==> config.mk <==
export PLATFORM = sky130hd
export DESIGN_NAME = pot_ctrl
export DESIGN_NICKNAME = d
export VERILOG_FILES = /design/src/rtl/core/pot_pkg.sv /design/src/rtl/core/pot_ctrl.sv
export SDC_FILE = /design/constraint.sdc
export NUM_CORES = 1
export LEC_CHECK = 0
export BUFFER_PORTS_ARGS = -buffer_cell sky130_fd_sc_hd__buf_4
export CELL_PAD_IN_SITES_DETAIL_PLACEMENT = 2
export CELL_PAD_IN_SITES_GLOBAL_PLACEMENT = 2
export CORE_UTILIZATION = 25
export CTS_BUF_LIST = sky130_fd_sc_hd__clkbuf_8
export CTS_CLUSTER_SIZE = 30
export DETAILED_ROUTE_END_ITERATION = 10
export PLACE_DENSITY_LB_ADDON = 0.05
export SLEW_MARGIN = 0
export SYNTH_ARGS = -nofsm -noshare
export SYNTH_HDL_FRONTEND = slang
export SYNTH_SLANG_ARGS = --single-unit
==> constraint.sdc <==
create_clock -name clk -period 6.6 [get_ports clk]
set_clock_uncertainty 0.2 [all_clocks]
set_input_delay 1.32 -clock clk [delete_from_list [all_inputs] [get_ports clk]]
set_output_delay 1.32 -clock clk [all_outputs]
set_load 0.02 [all_outputs]
==> src/rtl/core/pot_pkg.sv <==
// Shared types and constants of the polygon overlap test.
// Used by pot_ctrl, pot_dp and polygon_overlap_test; no dependencies.
package pot_pkg;

  localparam int MIN_VERTICES = 3;

  // product-unit operations: edge cross signs (ABC, ABD, CDA, CDB), between dots (CAB, DAB, ACD, BCD), inside test
  localparam logic [3:0] OP_CROSS_ABC  = 4'd0;
  localparam logic [3:0] OP_CROSS_ABD  = 4'd1;
  localparam logic [3:0] OP_CROSS_CDA  = 4'd2;
  localparam logic [3:0] OP_CROSS_CDB  = 4'd3;
  localparam logic [3:0] OP_DOT_CAB    = 4'd4;
  localparam logic [3:0] OP_DOT_DAB    = 4'd5;
  localparam logic [3:0] OP_DOT_ACD    = 4'd6;
  localparam logic [3:0] OP_DOT_BCD    = 4'd7;
  localparam logic [3:0] OP_INSIDE     = 4'd8;

  typedef struct packed {
    logic       wr1;
    logic       wr2;
    logic       ld_a;
    logic       ld_b;
    logic       swap;
    logic       w1_from2;
    logic       eval;
    logic       clr_in;
    logic [3:0] op;
  } pot_cmd_t;

  typedef struct packed {
    logic meet;
    logic in_poly;
  } pot_sts_t;

endpackage

==> src/rtl/core/pot_ctrl.sv <==
// Controller of the polygon overlap test: vertex counts, loop indexes,
// sequencing of the product unit, result register. Depends on pot_pkg.
module pot_ctrl import pot_pkg::*; #(
  parameter int MAX_VERTICES = 16
) (
  input  logic                            clk,
  input  logic                            rst_n,
  input  logic                            in_valid,
  output logic                            in_ready,
  input  logic                            in_second,
  input  logic                            in_last,
  output logic                            out_valid,
  input  logic                            out_ready,
  output logic [2:0]                      out_res,
  output pot_cmd_t                        cmd,
  input  pot_sts_t                        sts,
  output logic [$clog2(MAX_VERTICES)-1:0] wr_addr,
  output logic [$clog2(MAX_VERTICES)-1:0] rd_addr1,
  output logic [$clog2(MAX_VERTICES)-1:0] rd_addr2
);

  localparam int AW = $clog2(MAX_VERTICES);
  localparam int NW = $clog2(MAX_VERTICES + 1);

  typedef enum logic [11:0] {
    S_IDLE   = 12'b000000000001,
    S_CHECK  = 12'b000000000010,
    S_RD0    = 12'b000000000100,
    S_RD1    = 12'b000000001000,
    S_RD2    = 12'b000000010000,
    S_DIFF   = 12'b000000100000,
    S_MUL    = 12'b000001000000,
    S_SUM    = 12'b000010000000,
    S_EVAL   = 12'b000100000000,
    S_DECIDE = 12'b001000000000,
    S_FINISH = 12'b010000000000,
    S_SPARE  = 12'b100000000000
  } state_t;

  typedef enum logic [1:0] {
    PH_EDGE = 2'd0,
    PH_IN1  = 2'd1,
    PH_IN2  = 2'd2
  } phase_t;

  state_t          state_r, state_nxt;
  phase_t          ph_r, ph_nxt;
  logic [NW-1:0]   cnt1_r, cnt1_nxt, cnt2_r, cnt2_nxt;
  logic [AW-1:0]   i_r, i_nxt, j_r, j_nxt;
  logic [3:0]      op_r, op_nxt;
  logic            ovf_r, ovf_nxt, few_r, few_nxt, hit_r, hit_nxt;
  logic            out_valid_r, out_valid_nxt;
  logic [2:0]      res_r, res_nxt;
  logic            acc, full1, full2;
  logic            lasti1, lasti2, lastj1, lastj2;
  logic [AW-1:0]   ni1, nj1, nj2;

  assign acc   = in_valid && in_ready;
  assign full1 = cnt1_r == NW'(MAX_VERTICES);
  assign full2 = cnt2_r == NW'(MAX_VERTICES);

  assign lasti1 = NW'(i_r) == cnt1_r - 1'b1;
  assign lasti2 = NW'(i_r) == cnt2_r - 1'b1;
  assign lastj1 = NW'(j_r) == cnt1_r - 1'b1;
  assign lastj2 = NW'(j_r) == cnt2_r - 1'b1;
  assign ni1 = lasti1 ? '0 : i_r + 1'b1;
  assign nj1 = lastj1 ? '0 : j_r + 1'b1;
  assign nj2 = lastj2 ? '0 : j_r + 1'b1;

  assign in_ready  = state_r == S_IDLE;
  assign out_valid = out_valid_r;
  assign out_res   = res_r;
  assign wr_addr   = in_second ? cnt2_r[AW-1:0] : cnt1_r[AW-1:0];

  always_comb begin
    if (state_r == S_RD1) begin
      rd_addr1 = (ph_r == PH_IN2) ? nj1 : ni1;
      rd_addr2 = nj2;
    end else begin
      rd_addr1 = (ph_r == PH_IN2) ? j_r : i_r;
      rd_addr2 = (ph_r == PH_IN2) ? i_r : j_r;
    end
  end

  always_comb begin
    state_nxt     = state_r;
    ph_nxt        = ph_r;
    cnt1_nxt      = cnt1_r;
    cnt2_nxt      = cnt2_r;
    i_nxt         = i_r;
    j_nxt         = j_r;
    op_nxt        = op_r;
    ovf_nxt       = ovf_r;
    few_nxt       = few_r;
    hit_nxt       = hit_r;
    out_valid_nxt = out_valid_r && !out_ready;
    res_nxt       = res_r;
    cmd           = '0;
    cmd.op        = op_r;
    cmd.swap      = ph_r == PH_IN2;
    cmd.w1_from2  = ph_r == PH_IN1;

    unique case (state_r)
      S_IDLE: begin
        if (acc) begin
          if (in_second) begin
            if (full2) begin
              ovf_nxt = 1'b1;
            end else begin
              cmd.wr2  = 1'b1;
              cnt2_nxt = cnt2_r + 1'b1;
            end
            if (in_last) begin
              state_nxt = S_CHECK;
            end
          end else begin
            if (full1) begin
              ovf_nxt = 1'b1;
            end else begin
              cmd.wr1  = 1'b1;
              cnt1_nxt = cnt1_r + 1'b1;
            end
          end
        end
      end
      S_CHECK: begin
        few_nxt    = (cnt1_r < NW'(MIN_VERTICES)) || (cnt2_r < NW'(MIN_VERTICES));
        hit_nxt    = 1'b0;
        ph_nxt     = PH_EDGE;
        i_nxt      = '0;
        j_nxt      = '0;
        cmd.clr_in = 1'b1;
        state_nxt  = few_nxt ? S_FINISH : S_RD0;
      end
      S_RD0: begin
        op_nxt    = (ph_r == PH_EDGE) ? OP_CROSS_ABC : OP_INSIDE;
        state_nxt = S_RD1;
      end
      S_RD1: begin
        cmd.ld_a  = 1'b1;
        state_nxt = S_RD2;
      end
      S_RD2: begin
        cmd.ld_b  = 1'b1;
        state_nxt = S_DIFF;
      end
      S_DIFF: state_nxt = S_MUL;
      S_MUL:  state_nxt = S_SUM;
      S_SUM:  state_nxt = S_EVAL;
      S_EVAL: begin
        cmd.eval = 1'b1;
        if (ph_r == PH_EDGE && op_r != OP_DOT_BCD) begin
          op_nxt    = op_r + 1'b1;
          state_nxt = S_DIFF;
        end else begin
          state_nxt = S_DECIDE;
        end
      end
      S_DECIDE: begin
        state_nxt = S_RD0;
        unique case (ph_r)
          PH_EDGE: begin
            if (sts.meet) begin
              hit_nxt   = 1'b1;
              state_nxt = S_FINISH;
            end else if (!lastj2) begin
              j_nxt = j_r + 1'b1;
            end else begin
              j_nxt = '0;
              if (!lasti1) begin
                i_nxt = i_r + 1'b1;
              end else begin
                i_nxt      = '0;
                ph_nxt     = PH_IN1;
                cmd.clr_in = 1'b1;
              end
            end
          end
          PH_IN1: begin
            if (!lastj2) begin
              j_nxt = j_r + 1'b1;
            end else if (sts.in_poly) begin
              hit_nxt   = 1'b1;
              state_nxt = S_FINISH;
            end else begin
              j_nxt      = '0;
              cmd.clr_in = 1'b1;
              if (!lasti1) begin
                i_nxt = i_r + 1'b1;
              end else begin
                i_nxt  = '0;
                ph_nxt = PH_IN2;
              end
            end
          end
          default: begin
            if (!lastj1) begin
              j_nxt = j_r + 1'b1;
            end else if (sts.in_poly) begin
              hit_nxt   = 1'b1;
              state_nxt = S_FINISH;
            end else begin
              j_nxt      = '0;
              cmd.clr_in = 1'b1;
              if (!lasti2) begin
                i_nxt = i_r + 1'b1;
              end else begin
                state_nxt = S_FINISH;
              end
            end
          end
        endcase
      end
      S_FINISH: begin
        if (!out_valid_r || out_ready) begin
          out_valid_nxt = 1'b1;
          res_nxt       = {ovf_r, few_r, hit_r};
          cnt1_nxt      = '0;
          cnt2_nxt      = '0;
          ovf_nxt       = 1'b0;
          state_nxt     = S_IDLE;
        end
      end
      default: state_nxt = S_IDLE;
    endcase
  end

  always_ff @(posedge clk) begin
    if (!rst_n) begin
      state_r     <= S_IDLE;
      ph_r        <= PH_EDGE;
      cnt1_r      <= '0;
      cnt2_r      <= '0;
      ovf_r       <= 1'b0;
      out_valid_r <= 1'b0;
    end else begin
      state_r     <= state_nxt;
      ph_r        <= ph_nxt;
      cnt1_r      <= cnt1_nxt;
      cnt2_r      <= cnt2_nxt;
      ovf_r       <= ovf_nxt;
      out_valid_r <= out_valid_nxt;
    end
  end

  always_ff @(posedge clk) begin
    i_r   <= i_nxt;
    j_r   <= j_nxt;
    op_r  <= op_nxt;
    few_r <= few_nxt;
    hit_r <= hit_nxt;
    res_r <= res_nxt;
  end

endmodule

# [Yosys cells after proc, flatten, opt, wreduce, memory -nomap -nowiden]
# Cells that the tools add are included.
[totals] reg_bits=43 in_bits=8
[classes] magnitude_cmp=2 n_eq_ne=41 addsub=7 muxes=89 n_reduce_logical=21
[op_table] op="$pmux W12 S11" n=1
[op_table] op="$mux W4" n=22
[op_table] op="$mux W11" n=7
[op_table] op="$mux W12" n=4
[op_table] op="$pmux W4 S2" n=5
[op_table] op="$mux W5" n=7
[op_table] op="$ne A3 B3 Y1 const B" n=9
[op_table] op="$mux W1" n=24
[op_table] op="$pmux W12 S2" n=1
[op_table] op="$eq A4 B5 Y1" n=4
[op_table] op="$pmux W5 S2" n=2
[op_table] op="$mux W2" n=8
[op_table] op="$reduce_and A8 Y1" n=2
[op_table] op="$reduce_and A5 Y1" n=3
[op_table] op="$add A4 B1 Y4 const B" n=3
[op_table] op="$eq A12 B1 Y1 const B" n=1
[op_table] op="$eq A12 B10 Y1 const B" n=1
[op_table] op="$eq A12 B11 Y1 const B" n=1
[op_table] op="$eq A12 B2 Y1 const B" n=1
[op_table] op="$eq A12 B3 Y1 const B" n=1
[op_table] op="$eq A12 B4 Y1 const B" n=1
[op_table] op="$eq A12 B5 Y1 const B" n=1
[op_table] op="$eq A12 B6 Y1 const B" n=1
[op_table] op="$eq A12 B7 Y1 const B" n=1
[op_table] op="24 further kinds" n=49

# [Logic depth before layout (Yosys ltp)]
# Gate-level depths: netlist (run 1).
[logic_depth] word_depth=7 depth_mapped=10 ltp_nobuf=8

# [Worst setup path after synthesis (run 1)]
# Ideal clock, no wire load.
[synth_path] path_kind="input-to-output" startpoint="input port in_valid" endpoint="output port cmd[11] (netlist bit)" cell_stages=3 path_slack_ps=2872 arrival_time_ps=2208 path_buffers=0 required_time_ps=5080 path_cell_list="nor4bb_1 > nand4_1 > nor2_1"
[synth_lines] item="from (decl)" line="pot_ctrl.sv:8" source="input logic in_valid,"
[synth_lines] item="to (decl)" line="pot_ctrl.sv:15" source="output pot_cmd_t cmd,"

# [Worst setup path after layout (run 1)]
[layout_path] startpoint="register ph_r[1]" endpoint="output port rd_addr1[0]"
[layout_between] elab_chain_len=3 word_cells_on_any_way=4 cone_classes="eq/ne: 1; mux: 3"
[layout_lines] item="from (decl)" line="pot_ctrl.sv:47" source="phase_t ph_r, ph_nxt;"
[layout_lines] item="from (signal assigned)" line="pot_ctrl.sv:238" source="ph_r <= ph_nxt;"
[layout_lines] item="$eq A2 B2 Y1 *" line="pot_ctrl.sv:77, pot_ctrl.sv:80"
[layout_lines] item="$mux W4 (on tied branches)" line="pot_ctrl.sv:80, pot_ctrl.sv:77"
[layout_lines] item="$mux W4 *" line="pot_ctrl.sv:76" source="if (state_r == S_RD1) begin"
[layout_lines] item="to (decl)" line="pot_ctrl.sv:18" source="output logic [$clog2(MAX_VERTICES)-1:0] rd_addr1,"
# Mark *: on every way between the ends. The rest lies on a longest branch, timed or not.

==> impl_metrics.csv, run 1 <==
group,metric,value,unit
logic_synthesis,synth_area,3105,µm²
critical_path,crit_path_end,"rd_addr1[0]",
timing,rsz0062_at_grt,"false",
clock_network,hold_buffers,0,
clock_network,ctsHtreeMaxLevel,2,
logic_synthesis,synthCells,357,
detailed_routing,routedWlPerCell,17.80,µm
power_and_ir_drop,power_frac_seq,52.9,%
critical_path,worstSetupPathType,"reg2out",
final_layout,area_growth,14.38,%
timing,finalSetupTns,0,ns
final_layout,nets,390,
timing,setup_viol,0,
final_layout,drive_gt1_share,18.35,%
critical_path,arrival,3.00,ns
global_route,overflow,0,
logic_synthesis,avgSynthCellArea,8.699,µm²
logic_synthesis,synthFlopType,"dfxtp_1",
critical_path,worstPathCellList,"clkinv_1 > nor2_1 > mux2_2 > o21a_1 > buf_4",
logic_synthesis,seq_area_frac_synth,32.55,%
timing,fmax,221.2,MHz
clock_network,cts_tree,"done",
critical_path,r2r_setup_slack,3.58,ns
logic_synthesis,syn_nets,372,
critical_path,r2r_cells,8,
logic_synthesis,synth_edf_count,17,
critical_path,crit-reg2reg-capture,"i_r[3]",
floorplan,die_h,113.5,µm
global_route,antenna_found_initial,0,
timing,slew_headroom,23.36,%
power_and_ir_drop,leakagePower,0.001388,µW
job,cap_viol_max_count,0,
placed_design,place_inst,536,
final_layout,seq_area,1011,µm²
critical_path,rr_startpoint,"cnt1_r[0]",
final_layout,fin_cells,544,
logic_synthesis,synth.distinct_cells,72,
logic_synthesis,ys_ff_latch,42,
timing,hold_violations,0,
critical_path,critPathCaptureType,"output port",
placed_design,placed_area,3471,µm²
global_route,grt_max_degree,19,
worst_hold_path,hp-class,"reg2reg",
global_route,grt_pass1_wl,16.28,mm
clock_network,path_clk_slew,0.09,ns
clock_network,cts-root-buf,"clkbuf_8",
final_layout,n_antenna_cell,0,
floorplan,coreArea,12060,µm²
final_layout,fillers,1373,
floorplan,die_area,12870,µm²
detailed_routing,wl,9.685,mm
power_and_ir_drop,power_frac_comb,12.6,%
floorplan,initial_core_util,25.75,%
placed_design,dp_slack,2.444,ns
critical_path,path_max_fanout,15,
logic_synthesis,async_flop_share,0,%
timing,fin_crit_sh,68.51,%
timing,fin_ws,2.078,ns
detailed_routing,first_pass_iters,4,
clock_network,cts_sinks,42,
critical_path,critPathLaunchType,"register",
global_route,gr-usage-all-layers,16.49,%
critical_path,cpMaxStageDelayCell,"nor2_1",
floorplan,die_w,113.5,µm
floorplan,top_level_ports,37,
placed_design,gp_congestion,0.7189,
timing,finalCriticalPeriod,4.522,ns
power_and_ir_drop,clkPwrFrac,34.4,%
power_and_ir_drop,swShare,28.48,%
critical_path,critical_path_required,5.08,ns
clock_network,cts_max_path_buffers,2,
clock_network,worstSkewPairLatency,0.33,ns
timing,worst_slew_pin_slew,1.145,ns
placed_design,io_buffers,36,
timing,hold_ws,0.2362,ns
detailed_routing,drc,0,
clock_network,ctsResizeCount,0,
power_and_ir_drop,irDropWorstVdd,101.4,µV
power_and_ir_drop,p_int,370.1,µW
outcome,status,"finished, final reports clean",
power_and_ir_drop,switchingPower,147.4,µW
clock_network,cts_buffers,5,
detailed_routing,via_per_inst,4.901,
detailed_routing,drt_iter0_drc,111,
timing,slew_violations,0,
clock_network,post_cts_buffers,0,
detailed_routing,ant_nets,0,
critical_path,startpoint,"ph_r[1]",
placed_design,dp_hpwl,7.341,mm
power_and_ir_drop,power_density,145.7,nW/µm²
floorplan,fp-row-count,40,
critical_path,cpPeakStageDelay,0.95,ns
global_route,grt_pass1_vias,2906,
final_layout,design_area,3552,µm²
detailed_routing,vias,2666,
final_layout,multi_input_area,1919,µm²
logic_synthesis,synth_warnings,0,
-- area by class of cell --
cell class / count / share of cell area, %
repair buffers: 37 / 7.820
clock buffers: 5 / 1.937
inverters: 14 / 1.479
clock inverters: 3 / 0.3522
well taps: 168 / 5.918
flip-flops and latches: 42 / 28.46
multi-input cells: 275 / 54.03
-- registers in the layout, indices dropped and copies added, names as in the netlist --
register	count
ph_r	2
cnt2_r	5
out_valid	1
out_res	3
few_r	1
ovf_r	1
i_r	4
hit_r	1
op_r	4
j_r	4
cnt1_r	5
state_r	11
-- cells in the mapped netlist, drive strengths merged (3+ instances only) --
library cell	count	area share (%)
xor2	13	3.7
nor2b	8	1.6
buf	16	3.2
nor3b	3	1.2
a2bb2oi	4	1.1
clkbuf	10	1.2
edfxtp	17	16
nand4	8	1.6
a211oi	4	1.1
or2	3	0.60
nor3	14	3.1
inv	13	1.6
and3	6	1.2
o21ai	15	2.4
nor4	5	1.0
dfxtp	25	16
o22ai	6	1.2
xnor3	4	2.9
xnor2	16	4.8
ha	7	2.8
a21oi	15	2.4
nor2	45	5.5
mux2	5	1.9
mux2i	6	1.9
nand3	20	3.5
a31oi	3	0.60
nand2	25	3.0
and2	4	0.81
-- cell usage in the layout (no fill, tap or decap), types with 2 or more instances in the layout --
| cell | n |
|---|---|
| a31oi_1 | 3 |
| xnor3_1 | 4 |
| dfxtp_1 | 25 |
| nor3_1 | 9 |
| and3_1 | 6 |
| a21oi_1 | 15 |
| xor3_1 | 2 |
| inv_1 | 12 |
| o22ai_1 | 6 |
| xnor2_1 | 15 |
| and2_1 | 4 |
| nand3_2 | 2 |
| mux2_2 | 4 |
| nor2b_1 | 8 |
| edfxtp_1 | 17 |
| or2_1 | 2 |
| o21ai_0 | 7 |
| nand3b_1 | 2 |
| nand2b_1 | 2 |
| clkinv_1 | 2 |
| clkbuf_8 | 5 |
| a2bb2oi_1 | 4 |
| nand2_1 | 25 |
| nand4_1 | 8 |
| xor2_1 | 13 |
| nor3b_2 | 3 |
| o21a_1 | 2 |
| buf_4 | 37 |
| a211oi_1 | 3 |
| inv_2 | 2 |
| nor3_2 | 5 |
| nor2_1 | 44 |
| nand3_1 | 18 |
| nor4_1 | 5 |
| o21ai_1 | 8 |
| ha_1 | 7 |
| mux2i_1 | 6 |
-- power groups by stage --
stage | logic [µW] | registers (µW) | clock network [µW]
floorplan | 50.1 | 278 | 0
global placement | 66.0 | 280 | 0
detailed placement | 66.5 | 280 | 0
CTS | 66.9 | 274 | 187
global route | 72.7 | 274 | 194
finish | 65.4 | 274 | 178
-- worst max-delay path, delay by kind of cell (launching register included) --
kind            cells  cell delay (ns)
mux                 1             0.42
simple gates        1             0.95
buf+inv             2             0.53
compound gates      1             0.17
flops               1             0.60
-- routing by layer --
metal  vias up  global-route usage, %  part of all wire [%]
met5         -                      0                     0
met4         0                  5.789                   1.5
met3         9                  2.444                   1.8
met2        25                  27.61                    48
met1      1327                  21.66                    48
li1       1305                      -                     -
-- stage by stage --
stage / total power, µW / util (%)
final: 517.5 / 29.45
after global routing: 541.0 / 29.45
after CTS: 528.1 / 29.45
after detailed placement: 346.7 / 28.78
after global placement: 346.2 / 28.78
after floorplan: 328.0 / -
-- kinds of logic (layout without fill, tap and decap cells) --
| group | Yosys count | after routing | synth area share, % |
|---|---|---|---|
| AOI/OAI and AO/OA | 70 | 70 | 15.71 |
| xor gates and xnor gates | 35 | 35 | 12.85 |
| adders and majority gates | 7 | 7 | 2.820 |
| buffers and inverters | 40 | 59 | 6.124 |
| DFF | 42 | 42 | 32.55 |
| muxes | 11 | 11 | 3.868 |
| and+or+nand+nor | 152 | 152 | 26.07 |
-- worst min-delay path by stage --
| stage | from | endpoint | slack (ns) | cells past startpoint |
|---|---|---|---|---|
| CTS | ovf_r | out_res[2] | 0.24 | 0 |
| detailed placement | ovf_r | out_res[2] | 0.22 | 0 |
| finish | ovf_r | out_res[2] | 0.24 | 0 |
| floorplan | few_r | out_res[1] | 0.20 | 0 |
| global route | ovf_r | out_res[2] | 0.25 | 0 |
| global placement | ovf_r | out_res[2] | 0.21 | 0 |
(Power assumes the default switching activity.)
==> run 2, diff against run 1 <==
Settings changed: ABC_AREA from default to 1.
Clock period 6.6 ns to 3.8 ns, I/O delays scaled along.
==> run 2 against run 1 <==
Power is 120% higher. Critical path type unchanged. Final cell count grew 34%. Largest cell class unchanged. Highest routed layer unchanged. Die area is 7.7% higher.
==> impl_metrics.csv, run 2 <==
group,metric,value,unit
clock_network,ctsHtreeMaxLevel,2,
critical_path,arrival,2.54,ns
critical_path,crit_path_end,"cmd[4]",
logic_synthesis,yosysTopAreaCellShare,17.03,%
logic_synthesis,synth_edf_count,17,
global_route,antenna_found_initial,0,
logic_synthesis,synth_top_cells_by_count,"152 x nand2_1, 69 x inv_1, 60 x nor2_1",
logic_synthesis,synth-compound-area-share,11.24,%
global_route,gr-usage-all-layers,18.05,%
final_layout,reg_top3,"state_r x11, cnt1_r x5, cnt2_r x5",
placed_design,io_buffers,36,
global_route,grt_max_degree,17,
logic_synthesis,synth.distinct_cells,39,
logic_synthesis,synthMuxAreaShare,0,%
critical_path,rr_startpoint,"cnt2_r[0]",
critical_path,cpPeakStageDelay,0.47,ns
logic_synthesis,synth_most_common_cell,"nand2_1",
global_route,grt_pass1_vias,3634,
placed_design,gp_congestion,0.7695,
logic_synthesis,synth_top_family_by_area,"simple AND/OR/NAND/NOR gates",
floorplan,fp-row-count,41,
clock_network,path_clk_slew,0.09,ns
clock_network,hold_buffers,0,
timing,fin_ws,0.2964,ns
timing,finalCriticalPeriod,3.504,ns
timing,fin_crit_sh,92.20,%
critical_path,path_max_fanout,11,
logic_synthesis,seq_area_frac_synth,30.18,%
critical_path,cp_common_cell,"nand2_1",
detailed_routing,drc,0,
clock_network,worstSkewPairLatency,0.32,ns
placed_design,placed_area,3776,µm²
job,cap_viol_max_count,0,
timing,slew_violations,0,
logic_synthesis,synthFlopType,"dfxtp_1",
power_and_ir_drop,power_density,290.3,nW/µm²
power_and_ir_drop,irDropWorstVdd,158.0,µV
final_layout,fin_cells,731,
logic_synthesis,synth_adder_area_share,2.615,%
floorplan,die_h,117.8,µm
logic_synthesis,post-synth-top-area-cell,"nand2_1",
critical_path,crit-reg2reg-capture,"i_r[3]",
critical_path,critPathCaptureType,"output port",
power_and_ir_drop,totalPowerFinal,1122,µW
final_layout,drive_gt1_share,15.74,%
logic_synthesis,synth_xor_area_share,3.138,%
clock_network,post_cts_buffers,0,
detailed_routing,via_per_inst,4.687,
logic_synthesis,syn_nets,541,
detailed_routing,ant_nets,0,
critical_path,r2r_cells,14,
final_layout,nets,573,
critical_path,worstSetupPathType,"reg2out",
floorplan,initial_core_util,26.12,%
floorplan,coreArea,12820,µm²
detailed_routing,first_pass_iters,4,
critical_path,startpoint,"cnt2_r[0]",
logic_synthesis,async_flop_share,0,%
final_layout,design_area,3865,µm²
final_layout,area_growth,15.39,%
placed_design,dp_slack,0.4871,ns
clock_network,cts_max_path_buffers,2,
logic_synthesis,synth_warnings,0,
timing,slew_headroom,49.64,%
timing,rsz0062_at_grt,"false",
final_layout,largest_register_ffs,11,
logic_synthesis,ys_ff_latch,42,
floorplan,top_level_ports,37,
critical_path,worstPathCellList,"inv_2 > ha_1 > inv_1 > nand2_1 > nand2_1 > nor2_1 > nand2_1 > nor2_1 > nand2_2 > nand2_2 > nand2_1 > inv_2 > a21oi_1 > nor2_1 > buf_4",
critical_path,cpMaxStageDelayCell,"dfxtp_1",
timing,finalSetupTns,0,ns
global_route,grt_pass1_wl,19.53,mm
final_layout,mostFrequentLayoutCells,"151 x nand2_1, 70 x inv_1, 60 x nor2_1",
clock_network,cts_sinks,42,
timing,worst_slew_pin_slew,0.7545,ns
floorplan,die_area,13870,µm²
detailed_routing,vias,3426,
logic_synthesis,synth_area_leaders,"nand2_1 17%, edfxtp_1 15%, dfxtp_1 15%, inv_1 7.7%, nand3_1 6.9%",
floorplan,die_w,117.8,µm
clock_network,ctsResizeCount,0,
logic_synthesis,synthCells,526,
timing,setup_viol,0,
logic_synthesis,avgSynthCellArea,6.368,µm²
critical_path,critPathLaunchType,"register",
detailed_routing,drt_iter0_drc,94,
outcome,status,"finished, final reports clean",
final_layout,n_antenna_cell,0,
final_layout,layout_commonest_cell,"nand2_1",
worst_hold_path,min_from,"ovf_r",
detailed_routing,routedWlPerCell,16.26,µm
clock_network,cts_tree,"done",
critical_path,critical_path_required,2.84,ns
clock_network,cts_buffers,5,
timing,fmax,285.4,MHz
critical_path,r2r_setup_slack,0.91,ns
clock_network,cts-root-buf,"clkbuf_8",
placed_design,dp_hpwl,9.605,mm
timing,hold_violations,0,
detailed_routing,wl,11.89,mm
placed_design,place_inst,723,
logic_synthesis,synth_area,3349,µm²
logic_synthesis,synthSimpleGateAreaFrac,41.50,%
final_layout,top_register,"state_r",
worst_hold_path,hp-class,"reg2reg",
power_and_ir_drop,leakagePower,0.001861,µW
global_route,overflow,0,
==> run 2: cell types whose count changed after synthesis, moves of 9 or more <==
| cell | change |
|---|---|
| xnor2_1 | -13 |
| nand3_1 | +28 |
| o21ai_0 | +21 |
| buf_2 | -9 |
| inv_1 | +58 |
| nor2_1 | +16 |
| nand2_1 | +127 |
==> run 2: through the flow <==
stage / utilization (%) / hold WS (ns)
2_1_floorplan: - / 0.2003
3_3_place_gp: 29.44 / 0.2156
3_5_place_dp: 29.44 / 0.2272
4_1_cts: 30.12 / 0.2430
5_1_grt: 30.14 / 0.2532
6_report: 30.14 / 0.2455
==> run 2: cell type report <==
class                   instances  area (µm²)
repair buffers                 38       285.3
flip-flops and latches         42        1011
clock inverters                 3       17.52
clock buffers                   5       68.82
multi-input cells             391        1962
well taps                     172       215.2
fillers                      1596        8960
inverters                      80       305.3
==> run 2: logic make-up (layout without fill, tap and decap cells) <==
group,Yosys count,count (layout)
AND/OR/NAND/NOR,305,305
buffers and inverters,93,126
AO/OA/AOI/OAI,67,67
flip-flops,42,42
XOR/XNOR,12,12
adder cells (fa/ha/maj),7,7
==> run 2: per-layer routing <==
layer / GRT usage [%] / vias up / wire [µm]
met1: 24.01 / 1642 / 5907
met2: 30.00 / 32 / 5565
met4: 4.167 / 0 / 113
met3: 3.391 / 7 / 300
li1: - / 1745 / -
met5: 0 / - / 0
==> run 2: power by group <==
part           total (µW)  internal, µW  leakage [µW]  switching (µW)
clock network         314           128     0.0000493             186
logic                 315           101       0.00144             213
registers             493           478      0.000367            15.7
total                1120           707       0.00186             415
==> run 2: worst min path at each step <==
| stage | end | slack, ns | cells after the start |
|---|---|---|---|
| 2_1_floorplan | out_res[1] | 0.20 | 0 |
| 6_report | out_res[2] | 0.25 | 0 |
| 4_1_cts | out_res[2] | 0.24 | 0 |
| 3_5_place_dp | out_res[2] | 0.23 | 0 |
| 3_3_place_gp | out_res[2] | 0.22 | 0 |
| 5_1_grt | out_res[2] | 0.25 | 0 |
==> run 2: worst max-delay path, delay by kind of cell (launching register included) <==
family                     cells  cell delay [ns]
buffers and inverters          4             0.43
AOI/OAI and AO/OA              1             0.06
DFF                            1             0.47
adders and majority gates      1             0.36
and+or+nand+nor                9             0.90
